**src/rtl/core/fmsr_pkg.sv**
```systemverilog
// ----------------------------------------------------------------------------
// fmsr_pkg
// Shared types and constants of the four-motor speed ramp unit.
// ----------------------------------------------------------------------------
package fmsr_pkg;

    localparam int MOTOR_COUNT = 4;
    localparam int MOTOR_W     = (MOTOR_COUNT > 1) ? $clog2(MOTOR_COUNT) : 1;

    localparam int SPEED_W     = 9;
    localparam int DIFF_W      = SPEED_W + 1;
    localparam int REQ_W       = 16;
    localparam int MAG_W       = 7;
    localparam int DUTY_W      = 8;
    localparam int IDX_W       = 2;
    localparam int CFG_IDX_W   = 1;
    localparam int CFG_DATA_W  = 8;

    localparam logic signed [REQ_W-1:0] SPEED_LIMIT = 16'sd100;

    // x * 255 / 100 == (x * SCALE_MUL) >> SCALE_SHIFT for 0 <= x <= 100
    localparam int SCALE_SHIFT = 19;
    localparam int SCALE_MUL_W = 21;
    localparam logic [SCALE_MUL_W-1:0] SCALE_MUL = 21'd1336965;
    localparam int PROD_W      = MAG_W + SCALE_MUL_W;

    localparam logic [DUTY_W-1:0] RAMP_STEP_RST   = 8'd50;
    localparam logic              RAMP_ENABLE_RST = 1'b1;

    localparam logic [CFG_IDX_W-1:0] REG_RAMP_STEP   = 1'd0;
    localparam logic [CFG_IDX_W-1:0] REG_RAMP_ENABLE = 1'd1;

    localparam logic CMD_SET  = 1'b0;
    localparam logic CMD_TICK = 1'b1;

    typedef enum logic [3:0] {
        ST_IDLE = 4'b0001,
        ST_SET  = 4'b0010,
        ST_RAMP = 4'b0100,
        ST_WAIT = 4'b1000
    } state_t;

endpackage

```
**src/rtl/core/four_motor_speed_ramp_unit.sv**
```systemverilog
// ----------------------------------------------------------------------------
// four_motor_speed_ramp_unit
// Slew-rate limiter for four H-bridge motor drives. A set word stores a
// clamped, scaled target speed for one motor; a tick word walks the motors
// and moves each current speed toward its target by at most ramp_step,
// emitting reverse and duty for every motor that changed.
// ----------------------------------------------------------------------------
// Timing: an input word is taken only while the unit is idle. A set word
// passes through the SET state; when ramping is off it also emits a result
// and waits in WAIT until m_ready takes it. A tick word runs a sequencer over
// the motors, one motor per cycle while no update waits on m_ready, through a
// single add/compare unit, and each emitted update holds the sequencer in
// WAIT until m_ready.
module four_motor_speed_ramp_unit (
    input  logic                                aclk,
    input  logic                                aresetn,
    input  logic                                cfg_wr_en,
    input  logic [fmsr_pkg::CFG_IDX_W-1:0]      cfg_index,
    input  logic [fmsr_pkg::CFG_DATA_W-1:0]     cfg_wdata,
    input  logic                                s_valid,
    output logic                                s_ready,
    input  logic                                s_cmd,
    input  logic [fmsr_pkg::IDX_W-1:0]          s_motor_index,
    input  logic signed [fmsr_pkg::REQ_W-1:0]   s_speed_request,
    output logic                                m_valid,
    input  logic                                m_ready,
    output logic [fmsr_pkg::IDX_W-1:0]          m_out_motor,
    output logic                                m_reverse,
    output logic [fmsr_pkg::DUTY_W-1:0]         m_duty,
    output logic                                m_last
);

    fmsr_pkg::state_t state_reg, state_next;

    logic [fmsr_pkg::DUTY_W-1:0]               ramp_step_reg;
    logic                                      ramp_enable_reg;

    logic [fmsr_pkg::IDX_W-1:0]                idx_reg;
    logic signed [fmsr_pkg::REQ_W-1:0]         req_reg;

    logic signed [fmsr_pkg::SPEED_W-1:0]       target_reg  [fmsr_pkg::MOTOR_COUNT];
    logic signed [fmsr_pkg::SPEED_W-1:0]       current_reg [fmsr_pkg::MOTOR_COUNT];

    logic [fmsr_pkg::MOTOR_COUNT-1:0]          mask_reg;
    logic [fmsr_pkg::MOTOR_COUNT-1:0]          mask_now;
    logic [fmsr_pkg::MOTOR_COUNT-1:0]          mask_rest;
    logic [fmsr_pkg::MOTOR_W-1:0]              motor_reg;
    logic                                      more;

    logic                                      m_valid_reg;
    logic [fmsr_pkg::IDX_W-1:0]                m_out_motor_reg;
    logic                                      m_reverse_reg;
    logic [fmsr_pkg::DUTY_W-1:0]               m_duty_reg;
    logic                                      m_last_reg;

    logic                                      s_fire;
    logic                                      idx_ok;

    // set path: clamp, scale by 255/100
    logic                                      req_neg;
    logic [fmsr_pkg::MAG_W-1:0]                req_mag;
    logic [fmsr_pkg::PROD_W-1:0]               scale_prod;
    logic [fmsr_pkg::SPEED_W-1:0]              scaled_mag;
    logic signed [fmsr_pkg::SPEED_W-1:0]       scaled;

    // ramp path: shared add/compare unit
    logic signed [fmsr_pkg::SPEED_W-1:0]       cur_sel;
    logic signed [fmsr_pkg::SPEED_W-1:0]       tgt_sel;
    logic signed [fmsr_pkg::DIFF_W-1:0]        diff;
    logic signed [fmsr_pkg::DIFF_W-1:0]        step_s;
    logic signed [fmsr_pkg::DIFF_W-1:0]        ramp_sum;
    logic signed [fmsr_pkg::SPEED_W-1:0]       ramp_nv;

    logic signed [fmsr_pkg::SPEED_W-1:0]       drive_val;
    logic [fmsr_pkg::SPEED_W-1:0]              drive_mag;

    assign s_ready     = (state_reg == fmsr_pkg::ST_IDLE);
    assign s_fire      = s_valid && s_ready;
    assign m_valid     = m_valid_reg;
    assign m_out_motor = m_out_motor_reg;
    assign m_reverse   = m_reverse_reg;
    assign m_duty      = m_duty_reg;
    assign m_last      = m_last_reg;

    always_comb begin
        for (int i = 0; i < fmsr_pkg::MOTOR_COUNT; i++) begin
            mask_now[i] = (current_reg[i] != target_reg[i]);
        end
    end

    assign mask_rest = mask_reg >> motor_reg;
    assign more      = |(mask_rest >> 1);

    assign idx_ok = (32'(idx_reg) < fmsr_pkg::MOTOR_COUNT);

    always_comb begin
        req_neg = req_reg < 0;
        if (req_reg > fmsr_pkg::SPEED_LIMIT || req_reg < -fmsr_pkg::SPEED_LIMIT) begin
            req_mag = fmsr_pkg::MAG_W'(fmsr_pkg::SPEED_LIMIT);
        end else if (req_neg) begin
            req_mag = fmsr_pkg::MAG_W'(-req_reg);
        end else begin
            req_mag = fmsr_pkg::MAG_W'(req_reg);
        end
        scale_prod = fmsr_pkg::PROD_W'(req_mag) * fmsr_pkg::PROD_W'(fmsr_pkg::SCALE_MUL);
        scaled_mag = scale_prod[fmsr_pkg::SCALE_SHIFT +: fmsr_pkg::SPEED_W];
        scaled     = req_neg ? -$signed(scaled_mag) : $signed(scaled_mag);
    end

    always_comb begin
        cur_sel = current_reg[motor_reg];
        tgt_sel = target_reg[motor_reg];
        diff    = fmsr_pkg::DIFF_W'(tgt_sel) - fmsr_pkg::DIFF_W'(cur_sel);
        step_s  = $signed(fmsr_pkg::DIFF_W'(ramp_step_reg));
        if (diff > step_s) begin
            ramp_sum = fmsr_pkg::DIFF_W'(cur_sel) + step_s;
        end else if (diff < -step_s) begin
            ramp_sum = fmsr_pkg::DIFF_W'(cur_sel) - step_s;
        end else begin
            ramp_sum = fmsr_pkg::DIFF_W'(tgt_sel);
        end
        ramp_nv = fmsr_pkg::SPEED_W'(ramp_sum);
    end

    always_comb begin
        drive_val = (state_reg == fmsr_pkg::ST_SET) ? scaled : ramp_nv;
        drive_mag = drive_val < 0 ? fmsr_pkg::SPEED_W'(-drive_val)
                                  : fmsr_pkg::SPEED_W'(drive_val);
    end

    always_comb begin
        state_next = state_reg;
        unique case (state_reg)
            fmsr_pkg::ST_IDLE: begin
                if (s_fire) begin
                    state_next = (s_cmd == fmsr_pkg::CMD_TICK) ? fmsr_pkg::ST_RAMP
                                                               : fmsr_pkg::ST_SET;
                end
            end
            fmsr_pkg::ST_SET: begin
                state_next = (idx_ok && !ramp_enable_reg) ? fmsr_pkg::ST_WAIT
                                                          : fmsr_pkg::ST_IDLE;
            end
            fmsr_pkg::ST_RAMP: begin
                if (mask_rest[0]) begin
                    state_next = fmsr_pkg::ST_WAIT;
                end else if (!more) begin
                    state_next = fmsr_pkg::ST_IDLE;
                end
            end
            fmsr_pkg::ST_WAIT: begin
                if (m_ready) begin
                    state_next = m_last_reg ? fmsr_pkg::ST_IDLE : fmsr_pkg::ST_RAMP;
                end
            end
            default: state_next = fmsr_pkg::ST_IDLE;
        endcase
    end

    always_ff @(posedge aclk) begin
        if (!aresetn) begin
            state_reg       <= fmsr_pkg::ST_IDLE;
            ramp_step_reg   <= fmsr_pkg::RAMP_STEP_RST;
            ramp_enable_reg <= fmsr_pkg::RAMP_ENABLE_RST;
            m_valid_reg     <= 1'b0;
            mask_reg        <= '0;
            motor_reg       <= '0;
            for (int i = 0; i < fmsr_pkg::MOTOR_COUNT; i++) begin
                target_reg[i]  <= '0;
                current_reg[i] <= '0;
            end
        end else begin
            state_reg <= state_next;

            if (cfg_wr_en) begin
                unique case (cfg_index)
                    fmsr_pkg::REG_RAMP_STEP:   ramp_step_reg   <= cfg_wdata;
                    fmsr_pkg::REG_RAMP_ENABLE: ramp_enable_reg <= cfg_wdata[0];
                    default: ;
                endcase
            end

            unique case (state_reg)
                fmsr_pkg::ST_IDLE: begin
                    if (s_fire) begin
                        idx_reg   <= s_motor_index;
                        req_reg   <= s_speed_request;
                        mask_reg  <= mask_now;
                        motor_reg <= '0;
                    end
                end
                fmsr_pkg::ST_SET: begin
                    if (idx_ok) begin
                        target_reg[fmsr_pkg::MOTOR_W'(idx_reg)] <= scaled;
                        if (!ramp_enable_reg) begin
                            current_reg[fmsr_pkg::MOTOR_W'(idx_reg)] <= scaled;
                            m_valid_reg     <= 1'b1;
                            m_out_motor_reg <= idx_reg;
                            m_reverse_reg   <= scaled < 0;
                            m_duty_reg      <= fmsr_pkg::DUTY_W'(drive_mag);
                            m_last_reg      <= 1'b1;
                        end
                    end
                end
                fmsr_pkg::ST_RAMP: begin
                    if (mask_rest[0]) begin
                        current_reg[motor_reg] <= ramp_nv;
                        m_valid_reg     <= 1'b1;
                        m_out_motor_reg <= fmsr_pkg::IDX_W'(motor_reg);
                        m_reverse_reg   <= ramp_nv < 0;
                        m_duty_reg      <= fmsr_pkg::DUTY_W'(drive_mag);
                        m_last_reg      <= !more;
                    end else begin
                        motor_reg <= motor_reg + 1'b1;
                    end
                end
                fmsr_pkg::ST_WAIT: begin
                    if (m_ready) begin
                        m_valid_reg <= 1'b0;
                        if (!m_last_reg) begin
                            motor_reg <= motor_reg + 1'b1;
                        end
                    end
                end
                default: ;
            endcase
        end
    end

endmodule

```
**config.mk**
```make
export PLATFORM = sky130hd
export DESIGN_NAME = four_motor_speed_ramp_unit
export DESIGN_NICKNAME = d
export VERILOG_FILES = /design/src/rtl/core/fmsr_pkg.sv /design/src/rtl/core/four_motor_speed_ramp_unit.sv
export SDC_FILE = /design/constraint.sdc
export NUM_CORES = 1
export LEC_CHECK = 0
export BUFFER_PORTS_ARGS = -buffer_cell sky130_fd_sc_hd__buf_2
export CAP_MARGIN = 40
export CORE_MARGIN = 1.5
export CORE_UTILIZATION = 45
export DETAILED_ROUTE_END_ITERATION = 10
export PLACE_DENSITY = 0.7
export SETUP_SLACK_MARGIN = 0.15
export SLEW_MARGIN = 15
export SYNTH_ARGS = -nofsm -noshare
export SYNTH_HDL_FRONTEND = slang
export SYNTH_SLANG_ARGS = --single-unit
```
**constraint.sdc**
```tcl
create_clock -name aclk -period 7.3 [get_ports aclk]
set_input_delay 0.73 -clock aclk [delete_from_list [all_inputs] [get_ports aclk]]
set_output_delay 0.73 -clock aclk [all_outputs]
set_load 0.05 [all_outputs]
```
==> metrics.md <==
| Metric | Value |
|---|---|
| Boundary Pins | `47` |
| Vias in the first global route | `7310` |
| Root buf cell | `clkbuf_16` |
| Total Nets Final | `1155` |
| Clock Sink Count | `124` |
| Cts-stage hold buffer count | `0` |
| Ys flop type | `edfxtp_1` |
| Initial antenna violation count | `0` |
| IO Port Bufs | `46` |
| Layout cells sized above 1 | `15.98%` |
| Detailed-route wire length per cell | `18.83 µm` |
| CTS buffer count | `17` |
| Pwr dens | `201.1 mW/mm²` |
| RSZ-0062 raised after global routing | `true` |
| Die Wd | `148.5 µm` |
| Critical path type | `reg -> reg` |
| Crit-path most repeated cell | `ha_1` |
| Post-Syn Instances | `930` |
| Endpoints failing hold | `0` |
| Setup WS post-layout | `0.4064 ns` |
| Starting DRT DRC Count | `457` |
| H-tree Lvls | `4` |
| P&R area growth vs syn | `14.36%` |
| Die Height | `148.5 µm` |
| CP Launch Type | `flop` |
| Netlist cell types | `73` |
| CP arrival | `7.05 ns` |
| Worst slew margin | `48.07%` |
| Max Clk Rate | `0.1451 GHz` |
| Post-place setup slack | `0.2642 ns` |
| YS warnings | `0` |
| Placer Congestion | `0.8708` |
| Fin crit share | `94.43%` |
| Worst min-delay path category | `in -> reg` |
| Worst skew pair latency | `0.42 ns` |
| Largest net degree at the start of global routing | `33` |
| First-pass GRT wire length | `38.09 mm` |
| Yosys reg bits | `124` |
| # DRC | `0` |
| Final Setup Violations | `0` |
| Synthesized area per cell | `10.25 µm²` |
| Status | `completed` |
| Synth async-reset ratio | `0%` |
| Post-synthesis sequential area ratio | `36.75%` |
| Via count | `7451` |
| Slowest cell on crit path | `fa_1` |
| Peak VDD IR | `0.0001967 V` |
| Slew @ Worst Pin | `0.7789 ns` |
| Core ar. | `0.02089 mm²` |
| Slowest Stage Delay on Critical Path | `0.48 ns` |
| Post-route setup TNS | `0 ns` |
| Initial Util | `45.64%` |
| Routed WL | `24.27 mm` |
| Die area | `0.02207 mm²` |
| Crit-path max FO | `8` |
| Detailed-router iteration count before antenna repair | `6` |
| Min cycle time layout | `6.894 ns` |
| Max-cap violations | `0` |
| Avg Vias per Cell | `5.780` |
| WP data required | `7.46 ns` |
| Skew final | `0.01016 ns` |
| Leakage | `4.436 nW` |
| Fin. max-slew vios | `0` |
| Routed Antenna Nets | `0` |
| # rows | `53` |
| Clock transition at path regs | `0.06 ns` |
| Post-Syn Area | `0.009533 mm²` |
| GR Overflow Total | `0` |
| Syn_nets | `1084` |
| Clock buffer depth | `2` |
| Number of synthesized flops with an enable pin | `102` |
| Total global-route track usage | `22.42%` |
| N_diodes | `0` |
| CTS tree | `built` |
| Post-DP HPWL | `19.19 mm` |
| Filler cells | `1846` |
| CP endpoint kind | `flop` |
-- power breakdown --
| group | switching, mW | total, mW | leakage, nW | internal [mW] |
|---|---|---|---|---|
| clock network | 0.308 | 0.842 | 0.282 | 0.534 |
| logic | 0.299 | 0.499 | 2.96 | 0.200 |
| registers | 0.0385 | 0.852 | 1.20 | 0.813 |
-- worst max-delay path: cells and delay by family, from the launching register on --
family | cells | cell delay (ns)
multiplexers | 1 | 0.34
AO/OA/AOI/OAI | 6 | 1.46
flip-flops | 1 | 0.38
AND/OR/NAND/NOR | 9 | 1.70
XOR/XNOR | 3 | 0.42
adder cells (fa/ha/maj) | 7 | 2.18
buffers and inverters | 2 | 0.14
-- placed cells by master, fill, tap and decap left out, drive strengths merged, types with 11 or more instances in the layout --
| cell | instances |
|---|---|
| xor2 | 34 |
| ha | 105 |
| nand2b | 21 |
| nand3 | 15 |
| a21o | 11 |
| nor2 | 103 |
| dfxtp | 22 |
| nand2 | 65 |
| a21oi | 41 |
| nor3 | 11 |
| inv | 68 |
| mux4 | 19 |
| edfxtp | 102 |
| clkbuf | 20 |
| buf | 74 |
| o21ai | 34 |
| fa | 16 |
| nand4 | 13 |
| nor2b | 24 |
| xnor2 | 41 |
-- worst paths after layout --
check / end / cells after the start / startpoint / slack, ns
setup reg to reg: m_duty[5] / 28 / req_reg[0] / 0.41
hold reg to reg: ramp_step_reg[3] / 2 / ramp_step_reg[3] / 0.52
hold / removal: state_reg[1] / 2 / s_cmd / 0.49
setup / recovery: m_duty[5] / 28 / req_reg[0] / 0.41
-- what timing repair did --
| action | 4_1_cts | 5_1_grt |
|---|---|---|
| gates resized for setup | 0 | 17 |
| buffers inserted | 0 | 9 |
| setup endpoints to repair | 0 | 34 |
-- final cells by class --
cell class | instances | area [µm²] | area share [%]
clock inverter | 12 | 146.4 | 1.343
clock buffer | 20 | 436.7 | 4.006
tap | 275 | 344.1 | 3.156
sequential | 124 | 3503 | 32.14
inverter | 67 | 251.5 | 2.307
timing repair buffer | 74 | 440.4 | 4.040
multi-input combinational | 717 | 5779 | 53.01
-- synthesized netlist by cell type, drive strengths merged, types with 10 or more instances --
library cell / n / area share (%)
nand3: 15 / 0.79
xnor2: 41 / 3.8
nand2b: 21 / 1.4
inv: 67 / 2.6
mux2i: 10 / 1.1
nor2b: 24 / 1.6
xor2: 34 / 3.1
fa: 16 / 3.4
o21ai: 34 / 1.8
a21o: 11 / 0.87
edfxtp: 102 / 32
nand2: 65 / 2.6
or3: 10 / 0.71
a21oi: 41 / 2.2
clkbuf: 20 / 0.79
nor3: 11 / 0.58
nor2: 103 / 4.1
nand4: 13 / 0.85
nor4: 10 / 0.66
ha: 105 / 14
dfxtp: 22 / 4.6
mux4: 19 / 4.5
-- kinds of logic (layout without fill, tap and decap cells) --
kind of cell	count (synthesis)	after routing	synth area share (%)
muxes	37	37	6.523
AOI/OAI and AO/OA	180	180	13.49
and+or+nand+nor	304	304	15.61
DFF	124	124	36.75
xor gates and xnor gates	75	75	6.970
buffers and inverters	89	173	3.517
adders and majority gates	121	121	17.14
-- per-stage QoR --
stage | hold slack, ns | std cells | power [mW] | util, % | instance area, µm²
after floorplan | 0.4610 | 930 | 1.204 | - | 9533
after global placement | 0.5083 | 1246 | 1.337 | 48.60 | 10150
after detailed placement | 0.5244 | 1248 | 1.349 | 48.67 | 10170
after CTS | 0.4806 | 1280 | 2.186 | 51.46 | 10750
after global routing | 0.4749 | 1289 | 2.283 | 52.19 | 10900
final | 0.4890 | 1289 | 2.193 | 52.19 | 10900
-- metal layers --
metal,vias to the layer above,track usage [%],part of all wire [%]
met3,38,3.589,3.7
met5,-,0,0
li1,3564,-,-
met2,217,41.00,53
met4,0,8.762,3.0
met1,3632,26.15,41
No activity file was read; power rests on OpenSTA's default activity.
